===== config.mk =====
export PLATFORM = sky130hd
export DESIGN_NAME = luc_ctrl
export DESIGN_NICKNAME = d
export VERILOG_FILES = /design/src/rtl/luc_pkg.sv /design/src/rtl/luc_ctrl.sv
export SDC_FILE = /design/constraint.sdc
export NUM_CORES = 1
export LEC_CHECK = 0
export BUFFER_PORTS_ARGS = -buffer_cell sky130_fd_sc_hd__buf_2
export CAP_MARGIN = 20
export CORE_AREA = 2 2 245 247
export DETAILED_ROUTE_END_ITERATION = 12
export DIE_AREA = 0 0 247 249
export MAX_ROUTING_LAYER = met4
export PLACE_DENSITY = 0.42
export SYNTH_ARGS = -nofsm -noshare
export SYNTH_HDL_FRONTEND = slang
export SYNTH_SLANG_ARGS = --single-unit

===== constraint.sdc =====
create_clock -name i_clk -period 6.3 [get_ports i_clk]
set_input_delay 0.315 -clock i_clk [delete_from_list [all_inputs] [get_ports i_clk]]
set_output_delay 0.315 -clock i_clk [all_outputs]
set_load 0.005 [all_outputs]

===== src/rtl/luc_pkg.sv =====
// Shared types, constants and the sRGB-to-linear table for the
// linearize/unique-colors block. No dependencies.
package luc_pkg;

    localparam int ChanW    = 8;
    localparam int AddrW    = 2 * ChanW;
    localparam int RowMarks = 1 << ChanW;
    localparam int TagW     = 16;

    typedef logic [ChanW-1:0]    t_chan;
    typedef logic [AddrW-1:0]    t_row_addr;
    typedef logic [TagW-1:0]     t_tag;
    typedef logic [RowMarks-1:0] t_marks;

    localparam t_tag TagFirst = t_tag'(1);
    localparam t_tag TagLast  = '1;

    typedef struct packed {
        t_tag   tag;
        t_marks marks;
    } t_row;

    typedef struct packed {
        logic      we;
        t_row_addr waddr;
        t_row      wdata;
        t_row_addr raddr;
    } t_ram_req;

    typedef struct packed {
        logic  valid;
        t_chan blue;
        t_chan green;
        t_chan red;
    } t_emit;

    typedef enum logic [1:0] {
        ST_CLEAR,
        ST_IDLE,
        ST_READ,
        ST_CHECK
    } t_state;

    localparam t_chan LinTable [0:255] = '{
        8'd0,   8'd0,   8'd0,   8'd0,   8'd0,   8'd0,   8'd0,   8'd1,
        8'd1,   8'd1,   8'd1,   8'd1,   8'd1,   8'd1,   8'd1,   8'd1,
        8'd1,   8'd1,   8'd2,   8'd2,   8'd2,   8'd2,   8'd2,   8'd2,
        8'd2,   8'd2,   8'd3,   8'd3,   8'd3,   8'd3,   8'd3,   8'd3,
        8'd4,   8'd4,   8'd4,   8'd4,   8'd4,   8'd5,   8'd5,   8'd5,
        8'd5,   8'd6,   8'd6,   8'd6,   8'd6,   8'd7,   8'd7,   8'd7,
        8'd8,   8'd8,   8'd8,   8'd8,   8'd9,   8'd9,   8'd9,   8'd10,
        8'd10,  8'd10,  8'd11,  8'd11,  8'd12,  8'd12,  8'd12,  8'd13,
        8'd13,  8'd13,  8'd14,  8'd14,  8'd15,  8'd15,  8'd16,  8'd16,
        8'd17,  8'd17,  8'd17,  8'd18,  8'd18,  8'd19,  8'd19,  8'd20,
        8'd20,  8'd21,  8'd22,  8'd22,  8'd23,  8'd23,  8'd24,  8'd24,
        8'd25,  8'd25,  8'd26,  8'd27,  8'd27,  8'd28,  8'd29,  8'd29,
        8'd30,  8'd30,  8'd31,  8'd32,  8'd32,  8'd33,  8'd34,  8'd35,
        8'd35,  8'd36,  8'd37,  8'd37,  8'd38,  8'd39,  8'd40,  8'd41,
        8'd41,  8'd42,  8'd43,  8'd44,  8'd45,  8'd45,  8'd46,  8'd47,
        8'd48,  8'd49,  8'd50,  8'd51,  8'd51,  8'd52,  8'd53,  8'd54,
        8'd55,  8'd56,  8'd57,  8'd58,  8'd59,  8'd60,  8'd61,  8'd62,
        8'd63,  8'd64,  8'd65,  8'd66,  8'd67,  8'd68,  8'd69,  8'd70,
        8'd71,  8'd72,  8'd73,  8'd74,  8'd76,  8'd77,  8'd78,  8'd79,
        8'd80,  8'd81,  8'd82,  8'd84,  8'd85,  8'd86,  8'd87,  8'd88,
        8'd90,  8'd91,  8'd92,  8'd93,  8'd95,  8'd96,  8'd97,  8'd99,
        8'd100, 8'd101, 8'd103, 8'd104, 8'd105, 8'd107, 8'd108, 8'd109,
        8'd111, 8'd112, 8'd114, 8'd115, 8'd116, 8'd118, 8'd119, 8'd121,
        8'd122, 8'd124, 8'd125, 8'd127, 8'd128, 8'd130, 8'd131, 8'd133,
        8'd134, 8'd136, 8'd138, 8'd139, 8'd141, 8'd142, 8'd144, 8'd146,
        8'd147, 8'd149, 8'd151, 8'd152, 8'd154, 8'd156, 8'd157, 8'd159,
        8'd161, 8'd163, 8'd164, 8'd166, 8'd168, 8'd170, 8'd171, 8'd173,
        8'd175, 8'd177, 8'd179, 8'd181, 8'd183, 8'd184, 8'd186, 8'd188,
        8'd190, 8'd192, 8'd194, 8'd196, 8'd198, 8'd200, 8'd202, 8'd204,
        8'd206, 8'd208, 8'd210, 8'd212, 8'd214, 8'd216, 8'd218, 8'd220,
        8'd222, 8'd224, 8'd226, 8'd229, 8'd231, 8'd233, 8'd235, 8'd237,
        8'd239, 8'd242, 8'd244, 8'd246, 8'd248, 8'd250, 8'd253, 8'd255
    };

endpackage


===== src/rtl/luc_ctrl.sv =====
// Sequencer for the seen-mark read-modify-write, epoch tracking and the
// memory clearing pass. Uses luc_pkg; drives luc_seen_ram.
module luc_ctrl (
    input  logic              i_clk,
    input  logic              i_rst_n,
    input  logic              i_start,
    input  logic              i_new_image,
    input  luc_pkg::t_chan    i_blue,
    input  luc_pkg::t_chan    i_green,
    input  luc_pkg::t_chan    i_red,
    input  luc_pkg::t_row     i_rd,
    output luc_pkg::t_ram_req o_req,
    output luc_pkg::t_emit    o_emit,
    output logic              o_busy
);

    luc_pkg::t_state    r_state, n_state;
    luc_pkg::t_tag      r_epoch, n_epoch;
    luc_pkg::t_row_addr r_sweep, n_sweep;
    logic               r_pend, n_pend;
    luc_pkg::t_chan     r_blue, n_blue;
    luc_pkg::t_chan     r_green, n_green;
    luc_pkg::t_chan     r_red, n_red;

    logic               accept;
    luc_pkg::t_marks    marks;

    always_ff @(posedge i_clk) begin
        if (!i_rst_n) begin
            r_state <= luc_pkg::ST_CLEAR;
            r_epoch <= luc_pkg::TagFirst;
            r_sweep <= '0;
            r_pend  <= 1'b0;
        end else begin
            r_state <= n_state;
            r_epoch <= n_epoch;
            r_sweep <= n_sweep;
            r_pend  <= n_pend;
        end
    end

    always_ff @(posedge i_clk) begin
        r_blue  <= n_blue;
        r_green <= n_green;
        r_red   <= n_red;
    end

    always_comb begin
        n_state = r_state;
        n_epoch = r_epoch;
        n_sweep = r_sweep;
        n_pend  = r_pend;
        n_blue  = r_blue;
        n_green = r_green;
        n_red   = r_red;
        accept  = 1'b0;
        marks   = (i_rd.tag == r_epoch) ? i_rd.marks : '0;
        o_busy  = (r_state != luc_pkg::ST_IDLE);
        o_req.we    = 1'b0;
        o_req.waddr = {r_red, r_green};
        o_req.wdata = '0;
        o_req.raddr = {r_red, r_green};
        o_emit.valid = 1'b0;
        o_emit.blue  = r_blue;
        o_emit.green = r_green;
        o_emit.red   = r_red;

        case (r_state)
            luc_pkg::ST_CLEAR: begin
                o_req.we    = 1'b1;
                o_req.waddr = r_sweep;
                n_sweep     = r_sweep + 1'b1;
                if (r_sweep == '1) begin
                    n_epoch = luc_pkg::TagFirst;
                    n_pend  = 1'b0;
                    n_state = r_pend ? luc_pkg::ST_READ : luc_pkg::ST_IDLE;
                end
            end
            luc_pkg::ST_IDLE: begin
                accept      = i_start;
                o_req.raddr = {i_red, i_green};
                if (accept) begin
                    n_blue  = i_blue;
                    n_green = i_green;
                    n_red   = i_red;
                    n_state = luc_pkg::ST_CHECK;
                    if (i_new_image) begin
                        if (r_epoch == luc_pkg::TagLast) begin
                            n_state = luc_pkg::ST_CLEAR;
                            n_pend  = 1'b1;
                            n_sweep = '0;
                        end else begin
                            n_epoch = r_epoch + 1'b1;
                        end
                    end
                end
            end
            luc_pkg::ST_READ: begin
                n_state = luc_pkg::ST_CHECK;
            end
            luc_pkg::ST_CHECK: begin
                n_state = luc_pkg::ST_IDLE;
                if (!marks[r_blue]) begin
                    o_req.we     = 1'b1;
                    o_req.wdata  = {r_epoch, marks | (luc_pkg::t_marks'(1) << r_blue)};
                    o_emit.valid = 1'b1;
                end
            end
            default: begin
                n_state = luc_pkg::ST_IDLE;
            end
        endcase
    end

endmodule


==> results.txt, run 1 <==
In this run the worst setup path begins at r_blue[1]. The longest clock path from root to sink contains 2 buffers. The ratio of total power to cell area is 73.4 nW/um^2. From synthesis to final layout, the design area changed by 38.0%.

Summing internal, switching and leakage power gives 0.00109 W. The TritonCTS buffer count came out at 9. The net count after synthesis is 1498. The transition time of the tightest slew-check pin came out at 1.18 ns. Global routing used 22.1% of the available tracks across all layers. Input and output buffers added on the ports amount to 630. TritonCTS built the clock tree.

The count of endpoints failing setup in the final report came out at 0. The critical path ends at o_req[39]. The number of placed instances, taps included is 2485. The worst register-to-register path ends at r_sweep[9]. The level count of the clock H-tree is 3.

For this design, the slowest cell found on the critical path is buf_4. The total number of yosys warnings is 0. The worst endpoint data arrival time came out at 4.23 ns. After the first detailed-routing iteration, the DRC count stood at 1024. The leakage power is 5.26 nW.

The logic depth of the worst path, buffers included came out at 10. The via count of the first global-routing pass came out at 13200. nor3_2 takes more of the synthesized area than any other cell. The height of the die came out at 249 um. The critical path goes through buf_4 -> mux4_2 -> mux2i_1 -> a2bb2oi_1 -> nand4_1 -> nand2_1 -> o31ai_4 -> buf_12 -> nor3_2 -> buf_2. The initial antenna violation count is 10.

The count of cells in the finished layout, fillers not included, comes to 2511. The mapped netlist covers 10800 um^2. The share of async-settable or async-resettable flops after synthesis is 0%. The number of nets with antenna violations after detailed routing is 0. In the final routed layout, each cell accounts on average for 27.6 um. At the end of the flow, the number of nets in the layout was 2031. The total of cells resized after clock tree synthesis came out at 0.

The largest fanout on the critical path is 135. The sum of net half-perimeters after detailed placement came out at 53.8 mm. The sequential element share of the synthesized area came out at 13.2%. In this run the post-CTS setup repair buffer count came out at 0.

The final hold violation count is 0. The final-layout fill cell count came out at 6440. The number of buffers and inverters on the critical path came out at 3. The final weighted congestion in routability-driven placement is 0.928.

The number of enable-type register cells in the synthesized netlist is 24. The floorplan step defined a die boundary enclosing 61500 um^2. The number of slew-limit violations in the final report is 0. In this run the clock root is driven by a clkbuf_16. The die outline width is 247 um. The flow ran to the end, and the final reports show no timing, DRC or antenna violations.

The share of Yosys cell area claimed by the top area cell type came out at 24.2%. The leading register cell type out of synthesis is dfxtp_1. The overflow left after global routing came out at 0. The startpoint identified for the worst register-to-register timing path is r_epoch[0]. In the final timing run, aggregate negative setup slack is 0 ns. The worst reg-to-reg setup slack came out at 3.63 ns. The maximum achievable frequency is 220 MHz. The initial cell density of the core came out at 18.4%.

The detailed-routing iteration count for the pre-antenna-repair pass is 6. The post-route netlist has 62.1% of its cells at a drive strength greater than 1. The synthesized netlist cell count is 1192. A synthesized cell averages 9.04 um^2. The endpoint required time on the critical path is 5.98 ns. The detailed-route via count is 13100. The reported max-cap violation count came out at 0. Across the VDD grid, the largest voltage drop is 0.160 mV. The flip-flop and latch count after synthesis is 59.

The final worst hold slack is 0.137 ns. The area of the placeable core came out at 58700 um^2. In the routed layout, each cell is associated on average with a via count of 5.22. The count of distinct cell types in the synthesized netlist came out at 59.

For this run, the slowest stage of the critical path takes 0.74 ns. The maximum number of pins on one net before global-route repair is 140. The cell row count is 89. In this run the worst hold path is classified as in2reg. The share of the cycle needed by the critical path after routing is 72.1%. STA classifies the critical path startpoint as a flop. Yosys attributes the largest share of cell area to nor3_2 (24%), a22oi_1 (20%), mux4_2 (9.6%). The number of clock sinks is 59.

The clock period minus final worst setup slack is 4.54 ns. After clock tree synthesis, the clock-pin slew on the worst setup and hold paths is 0.06 ns. The quantity of hold-fixing buffers added after cts is 0. In the routed design, unresolved DRC markers number 0. The total wire length is 69.4 mm. The number of I/O pins came out at 631. Setup repair after global routing left no endpoint under its margin.

The relative slew slack came out at 21.2%. The kind of cell with the highest combined delay along the critical path is buffers and inverters. The worst setup path is captured at an output port. The cell depth of the worst flop-to-flop path came out at 8. The global-route wire length before repair is 96.6 mm. The clock latency of the later-clocked register in the worst-skew pair is 0.35 ns. The final worst clock skew came out at 0.00621 ns. The critical setup path kind is reg2out.
## layout by cell type (no fill, tap or decap), types with 13 or more instances in the layout
cell type and n:
mux2_2 35, nor3_2 270, buf_4 41, nor2_2 16, nor3_1 13, buf_2 630, mux2i_1 45, a22oi_1 281
nand2_1 34, mux4_2 46, dfxtp_1 35, nor2_1 52, nand3_1 19, nand4_1 13, inv_1 18, xnor2_1 36
edfxtp_1 24
## area by class of cell
cell class / instances / area (um^2) / share of cell area, %
tap: 773 / 967 / 6.50
antenna: 8 / 20.0 / 0.135
timing repair buffer: 679 / 3610 / 24.3
multi-input combinational: 957 / 8520 / 57.3
clock inverter: 3 / 15.0 / 0.101
clock buffer: 13 / 250 / 1.68
sequential: 59 / 1420 / 9.56
inverter: 19 / 71.3 / 0.480
## kinds of logic (layout without fill, tap and decap cells)
family | after synthesis | in the layout | synth area share, %
XOR/XNOR | 43 | 43 | 3.49
other | 0 | 8 | 0
AND/OR/NAND/NOR | 467 | 467 | 34.0
adder cells (fa/ha/maj) | 6 | 6 | 0.696
flip-flops | 59 | 59 | 13.2
multiplexers | 126 | 126 | 17.4
buffers and inverters | 176 | 714 | 9.06
AO/OA/AOI/OAI | 315 | 315 | 22.1
## per-layer routing
layer | up-vias | track usage [%] | wire [um]
met1 | 6546 | 25.9 | 27400
met2 | 701 | 38.9 | 35300
met5 | - | - | 0
met4 | 0 | 6.09 | 1960
met3 | 88 | 3.31 | 4690
li1 | 5769 | - | -
## per-stage QoR
step / area (um^2) / setup WS [ns] / utilization (%)
after floorplan: 10800 / 3.34 / -
after global placement: 14600 / 2.23 / 24.8
after detailed placement: 14600 / 2.14 / 24.8
after CTS: 14800 / 1.74 / 25.3
after global routing: 14900 / 1.52 / 25.3
final: 14900 / 1.76 / 25.3
## Yosys cell counts (2+ instances only)
cell and instances:
a211oi_1 2, a21oi_1 2, a221oi_1 2, a22o_1 3, a22oi_1 281, a311oi_1 2, a31oi_1 3, and2_1 4
and4_1 2, buf_1 4, buf_2 39, buf_4 5, buf_6 33, clkbuf_1 75, dfxtp_1 35, edfxtp_1 24
ha_1 6, inv_1 18, mux2_2 35, mux2i_1 45, mux4_2 46, nand2_1 34, nand2b_1 8, nand3_1 19
nand4_1 13, nor2_1 68, nor2b_1 8, nor3_1 22, nor3_2 261, nor3b_1 4, nor3b_2 8, nor4_1 11
o21ai_0 2, o41ai_1 2, xnor2_1 36, xor2_1 7
## where the power goes
group,internal (W),switching [W],total [W],leakage (nW)
combinational,0.000107,0.000108,0.000215,4.64
sequential,0.000399,0.00000302,0.000402,0.498
clock,0.000275,0.000199,0.000474,0.125
## sequential cells by signal, summed over array words and instances (netlist names)
signal	cells
r_pend	1
r_blue	8
r_sweep	16
r_state	2
r_red	8
r_green	8
r_epoch	16
## worst min-delay path by stage
stage	from	endpoint	slack [ns]	depth (start not counted)
after detailed placement	i_blue[1]	r_blue[1]	0.49	1
after CTS	i_blue[1]	r_blue[1]	0.11	1
after global routing	i_blue[4]	r_blue[4]	0.12	1
after floorplan	i_blue[0]	r_blue[0]	0.41	0
after global placement	r_pend	r_pend	0.49	2
final	i_blue[1]	r_blue[1]	0.14	1
## worst register-to-register path: stages (launching register included)
cell	delay, ns
dfxtp_1	0.49
ha_1	0.23
nand4_1	0.33
nor3_1	0.37
a41oi_1	0.33
nor2_1	0.40
nand4_1	0.16
xor2_1	0.16
nor2_1	0.06
No activity file was read; power rests on OpenSTA's default activity.
==> run 2: changes to the inputs <==
PLACE_DENSITY = 0.44   (was 0.42)
clock period = 3.75 ns   (was 6.3 ns; I/O delays follow)
==> run 2 against run 1 <==
Against the previous run:
- critical endpoint is now o_req[119]
- clock power rose by 78%
- final area rose by 11%
- critical path type unchanged
- first-iteration DRC count rose by 3.0%
- combinational power rose by 72%
- critical path depth rose by 3
- the run now ends with setup timing left
==> results.txt, run 2 (same netlist as run 1, synthesis figures left out) <==
The final cell count without fillers came to 2614 (was 2511). The worst reg-to-reg setup slack is 0.86 ns (was 3.63 ns). Unrepaired setup endpoints after global routing: true (was false). The post-synthesis to final-layout area growth is 53.0% (was 38.0%).

The ratio of total power to cell area is 114 nW/um^2 (was 73.4 nW/um^2). The number of clock sinks is 59 (unchanged). The number of slew-limit violations in the final report is 0 (unchanged). The power consumption came out at 0.00189 W (was 0.00109 W).

The detailed-route DRC error count was 0 (unchanged). The leading cell type in the layout, fill and taps excluded is buf_2 (unchanged). The CTS tree is yes (unchanged). The share of the core filled with cells in the final layout is 28.1% (was 25.3%). The endpoint kind of the worst setup timing path is an output port (unchanged). The clock root buffer was clkbuf_16 (unchanged).

The level count of the clock H-tree came out at 3 (unchanged). The checks that failed: setup timing. The largest fanout on the critical path is 21 (was 135).

The net total in the final layout came to 2133 (was 2031). The final weighted congestion in routability-driven placement is 0.934 (was 0.928). The number of port buffers is 630 (unchanged). The overall die area was 61500 um^2 (unchanged).

The final worst-path setup slack is -0.0457 ns (was 1.76 ns). The critical setup path kind is reg2out (unchanged). The TritonCTS buffer count was 9 (unchanged). The share of post-route cells with drive strength above 1 is 64.9% (was 62.1%). The detailed router's first-iteration violation count came out at 1055 (was 1024). The number of placed instances, taps included is 2557 (was 2485). The maximum root-to-sink buffer count was 2 (unchanged).

Regs by FF count: r_epoch x16, r_sweep x16 (unchanged). The sum of net half-perimeters after detailed placement is 55.9 mm (was 53.8 mm). Outcome: finished with violations (was finished clean). The number of nets with antenna violations after detailed routing came out at 0 (unchanged). The clock latency of the later-clocked register in the worst-skew pair is 0.34 ns (was 0.35 ns). The count of endpoints failing setup in the final report is 13 (was 0). The mean routed wirelength per cell came out at 27.6 um (about the same). The endpoint required time on the critical path was 3.56 ns (was 5.98 ns).

The number of I/O pins came out at 631 (unchanged). The initial antenna violation count came out at 7 (was 10). The area of the placeable core came out at 58700 um^2 (unchanged). The kind of start point of the critical path is a flop (unchanged). The worst endpoint data arrival time is 3.61 ns (was 4.23 ns). The pre-CTS setup slack is 0.149 ns (was 2.14 ns).

The relative slew slack was 38.2% (was 21.2%). The average vias per placed instance came out at 5.23 (was 5.22). The total wire length was 72.1 mm (was 69.4 mm). The transition time of the tightest slew-check pin came out at 0.927 ns (was 1.18 ns). The clock period minus final worst setup slack came out at 3.80 ns. The maximum achievable frequency is 263 MHz.

The final hold violation count was 0 (unchanged). The leakage power came out at 6.05 nW (was 5.26 nW). The overall routing resource usage came out at 22.6% (was 22.1%).

Most frequent cells in the layout: buf_2 (630), a22oi_1 (277), nor3_2 (255) (was buf_2 (630), a22oi_1 (281), nor3_2 (270)). Dividing the final minimum period by the clock period gives 101%. The cell row count is 89 (unchanged). The global-route wire length before repair was 98.8 mm (was 96.6 mm). The maximum number of pins on one net before global-route repair came out at 139 (was 140). The final worst clock skew is 0.0106 ns (was 0.00621 ns). The initial cell density of the core came out at 18.4% (unchanged). The overflow left after global routing came out at 0 (unchanged). The final-layout fill cell count came out at 6281 (was 6440).

The final worst hold slack came out at 0.0221 ns (was 0.137 ns). The class of the tightest hold or removal check is in2reg (unchanged). The peak ir drop on the vdd network came out at 0.212 mV (was 0.160 mV). The clock slew seen by the registers of the worst setup and hold paths came out at 0.07 ns (was 0.06 ns).

The die outline width came out at 247 um (unchanged). The detailed-route via count came to 13700 (was 13100). The detailed-routing iteration count for the pre-antenna-repair pass was 7 (was 6).

The height of the die came to 249 um (unchanged). The via count of the first global-routing pass came out at 13800 (was 13200). The reported max-cap violation count came out at 0 (unchanged).
## run 2: changes by cell type in the layout (fill, tap and decap cells not counted), sizes merged
cell	previous run	this run
buf	679	774
bufbuf	0	2
clkbuf	13	15
clkinvlp	1	3
clkinv	2	1
diode	8	9
dlygate4sd3	0	1
inv	19	20
## run 2: layer usage
| layer | track usage, % | vias to the layer above | part of all wire, % |
|---|---|---|---|
| met3 | 3.22 | 119 | 7.4 |
| met2 | 39.5 | 857 | 50 |
| met4 | 6.13 | 0 | 2.6 |
| met1 | 26.8 | 6721 | 40 |
| met5 | - | - | 0 |
| li1 | - | 5987 | - |
## run 2: cell type report
type                    instances  area [um^2]  share of cell area, %
multi-input cells             957         8670                   52.5
repair buffers                781         5060                   30.6
flip-flops and latches         59         1420                   8.62
well taps                     773          967                   5.86
clock buffers                  11          254                   1.54
inverters                      19         71.3                  0.432
clock inverters                 5         36.3                  0.220
diodes                          9         22.5                  0.137
## run 2: where the power goes
part / total, W / internal, W / switching [W] / leakage [nW]
Clock: 0.000843 / 0.000490 / 0.000354 / 0.133
Combinational: 0.000370 / 0.000181 / 0.000189 / 5.42
Sequential: 0.000674 / 0.000669 / 0.00000492 / 0.498
## run 2: final timing paths
kind | start | endpoint | depth (start not counted)
worst max-delay path | r_blue[0] | o_req[119] | 13
worst min-delay path | i_blue[1] | r_blue[1] | 1
worst min register to register | r_pend | r_pend | 2
worst max register to register | r_sweep[6] | r_epoch[13] | 7
## run 2: stage by stage
step	cell area (um^2)	TNS, ns
3_5_place_dp	15300	0
6_report	16500	-0.210
4_1_cts	16300	-10.57
3_3_place_gp	15300	0
2_1_floorplan	10800	0
5_1_grt	16500	-20.24
## run 2: worst max-delay path, cell delays in order (launching register included)
cell and delay (ns):
edfxtp_1 0.37, buf_12 0.14, clkbuf_16 0.16, mux4_2 0.52, a22oi_1 0.20, nand2_1 0.10
mux4_2 0.55, nand3b_1 0.19, a31oi_4 0.12, buf_6 0.15, buf_12 0.15, buf_16 0.17
nor3_2 0.24, buf_2 0.15
## run 2: repair_timing
action                     CTS  global route
pin swaps                   29             6
hold endpoints to repair     1             0
setup buffers               17             2
setup endpoints to repair  272           274
hold buffers                 1             0
gates cloned                10             4
gates resized for setup     63            10
==> run 3: changes to the inputs <==
PLACE_DENSITY = 0.42   (was 0.44)
clock period = 4.55 ns   (was 3.75 ns; I/O delays follow)
==> run 3 against run 2 <==
Against the previous run:
- the flow now finishes without violations
- via count is 4.4% lower
- non-clock buffer count down 79
- sequential cell count unchanged
- wire length shrank 3.6%
- sequential share of layout area rose by 0.79 points
- clock skew decreased by 0.0031 ns
- register-to-register slack improved by 1.0 ns
- critical path type unchanged
- critical endpoint is now o_req[273]
- largest power group unchanged
- highest routed layer unchanged
==> results.txt, run 3 (same netlist as run 1, synthesis figures left out) <==
The startpoint of the lowest-slack register-to-register path is r_sweep[6] (unchanged). The mean routed wirelength per cell came out at 27.4 um (was 27.6 um). The cell row count is 89 (unchanged). The number of clock sinks came out at 59 (unchanged).

The via count of the first global-routing pass came out at 13300 (was 13800). The largest fanout on the critical path is 106 (was 21). The detailed-route DRC error count is 0 (unchanged). The cell depth of the worst flop-to-flop path came out at 8 (was 7). Most frequent cells in the layout: buf_2 (630), a22oi_1 (281), nor3_2 (270) (was buf_2 (630), a22oi_1 (277), nor3_2 (255)). The CTS tree is yes (unchanged). The area of the placeable core is 58700 um^2 (unchanged). The net total in the final layout is 2054 (was 2133). The number of I/O pins is 631 (unchanged).

The average vias per placed instance is 5.17 (was 5.23). The clock latency of the later-clocked register in the worst-skew pair came to 0.35 ns (was 0.34 ns). The number of port buffers is 630 (unchanged). The buffers inserted during post-CTS setup optimization came to 0 (was 17).

The worst endpoint data arrival time came out at 4.08 ns (was 3.61 ns). The top layer used by detailed routing is met4 (unchanged). The kind of start point of the critical path was a flop (unchanged).

The final hold violation count came out at 0 (unchanged). The clock root buffer is clkbuf_16 (unchanged). The overall die area is 61500 um^2 (unchanged). Of the available clock period, the critical path in the final layout requires 94.7%. The level count of the clock H-tree was 3 (unchanged).

The total of cells resized after clock tree synthesis is 0 (was 63). The reported max-cap violation count came out at 0 (unchanged). The number of slew-limit violations in the final report is 0 (unchanged). The leakage power came to 5.40 nW (was 6.05 nW). The final worst-path setup slack came out at 0.243 ns (was -0.0457 ns). The cell count of the worst hold path is 1 (unchanged).

The TritonCTS buffer count came to 9 (unchanged). The leading cell type in the layout, fill and taps excluded was buf_2 (unchanged). Derived from the worst setup path, the maximum achievable clock frequency is 232 MHz. The endpoint kind of the worst setup timing path is an output port (unchanged). The detailed router's first-iteration violation count is 940 (was 1055). The worst reg-to-reg setup slack is 1.87 ns (was 0.86 ns). The ratio of total power to cell area is 102 nW/um^2 (was 114 nW/um^2). The class of the tightest hold or removal check was in2reg (unchanged). The sum of net half-perimeters after detailed placement is 55.4 mm (was 55.9 mm). The clock slew seen by the registers of the worst setup and hold paths is 0.06 ns (was 0.07 ns). Unrepaired setup endpoints after global routing: false (was true). The global-route wire length before repair came out at 96.9 mm (was 98.8 mm). The overflow left after global routing is 0 (unchanged). The maximum number of pins on one net before global-route repair is 114 (was 139). The number of buffers and inverters on the critical path is 3 (was 6). The endpoint required time on the critical path was 4.32 ns (was 3.56 ns).

The die outline width came out at 247 um (unchanged). Regs by FF count: r_epoch x16, r_sweep x16 (unchanged). The detailed-routing iteration count for the pre-antenna-repair pass was 6 (was 7).

The final worst hold slack is 0.0516 ns (was 0.0221 ns). The initial antenna violation count was 8 (was 7). List of cells traversed by the critical path: buf_4 -> mux4_2 -> o41ai_1 -> nor4_1 -> nand4_1 -> a31oi_4 -> buf_12 -> nor3b_1 -> buf_2 (was buf_12 -> clkbuf_16 -> mux4_2 -> a22oi_1 -> nand2_1 -> mux4_2 -> nand3b_1 -> a31oi_4 -> buf_6 -> buf_12 -> buf_16 -> nor3_2 -> buf_2). The detailed-route via count came out at 13100 (was 13700). The transition time of the tightest slew-check pin is 1.17 ns (was 0.927 ns). The initial cell density of the core was 18.4% (unchanged). The power consumption is 0.00155 W (was 0.00189 W). The longest individual stage delay on the worst path is 0.60 ns (was 0.55 ns). The wire length on met2 was 35.2 mm (was 36.3 mm). The share of post-route cells with drive strength above 1 is 62.7% (was 64.9%).

The length of routed met3 wiring is 4.28 mm (was 5.33 mm). The count of endpoints failing setup in the final report came out at 0 (was 13). The final weighted congestion in routability-driven placement is 0.881 (was 0.934). The overall routing resource usage is 22.0% (was 22.6%). The category of cells accounting for the largest share of critical-path delay is buffers and inverters (was multiplexers). The height of the die is 249 um (unchanged).

The cell type of the slowest stage on the worst timing path is mux4_2 (unchanged). The maximum root-to-sink buffer count is 2 (unchanged). The number of nets with antenna violations after detailed routing is 0 (unchanged). The relative slew slack came out at 21.9% (was 38.2%). The quantity of hold-fixing buffers added after cts was 0 (was 1). The wire length the detailed router placed on met1 is 28.3 mm (was 28.5 mm). The pre-CTS setup slack is 0.676 ns (was 0.149 ns). The final-layout fill cell count came out at 6517 (was 6281). The critical register-to-register path endpoint is r_epoch[13] (unchanged). The total wire length is 69.5 mm (was 72.1 mm).

The final worst clock skew is 0.00756 ns (was 0.0106 ns). The critical hold path startpoint was i_blue[1] (unchanged). Outcome: finished clean (was finished with violations). The peak ir drop on the vdd network came out at 0.226 mV (was 0.212 mV).

The critical setup path kind is reg2out (unchanged). The setup TNS came out at 0 ns (was -0.210 ns). The clock period minus final worst setup slack is 4.31 ns. The hold-critical path endpoint is r_blue[1] (unchanged). The post-synthesis to final-layout area growth came out at 40.2% (was 53.0%).
-- run 3: metrics by stage --
stage               util, %  area (um^2)  instances
global route           25.7        15100       2532
finish                 25.8        15100       2533
floorplan                 -        10800       1192
CTS                    25.7        15100       2526
detailed placement     25.2        14800       2510
global placement       25.2        14800       2509
-- run 3: cell type report --
class,instances,area (um^2),area share [%]
Multi-Input combinational cell,957,8520,56.4
Tap cell,773,967,6.40
Clock inverter,4,22.5,0.149
Timing Repair Buffer,702,3830,25.3
Sequential cell,59,1420,9.40
Inverter,19,71.3,0.472
Antenna cell,7,17.5,0.116
Clock buffer,12,268,1.77
-- run 3: worst max-delay path by stage --
stage,from,slack (ns),cells after the start,end
2_1_floorplan,r_blue[0],1.67,11,o_req[274]
3_3_place_gp,r_blue[0],0.73,10,o_req[39]
5_1_grt,r_blue[0],0.05,10,o_req[273]
4_1_cts,r_blue[0],0.25,10,o_req[39]
3_5_place_dp,r_blue[0],0.68,10,o_req[39]
6_report,r_blue[0],0.24,9,o_req[273]
-- run 3: worst reg2reg max path: cells and delay by family, from the launching register on --
family,cells,cell delay (ns)
simple gates,4,0.82
compound gates,2,0.79
flops,1,0.42
mux,1,0.27
buf+inv,1,0.25
-- run 3: routing by layer --
| layer | global-route usage (%) | vias to the layer above |
|---|---|---|
| met2 | 38.1 | 662 |
| li1 | - | 5821 |
| met4 | 5.97 | 0 |
| met3 | 3.04 | 76 |
| met5 | - | - |
| met1 | 26.5 | 6529 |
-- run 3: power breakdown --
part | total, W | switching [W] | internal, W
Sequential | 0.000556 | 0.00000404 | 0.000552
Combinational | 0.000302 | 0.000154 | 0.000148
Clock | 0.000688 | 0.000274 | 0.000414
Total | 0.00155 | 0.000432 | 0.00111
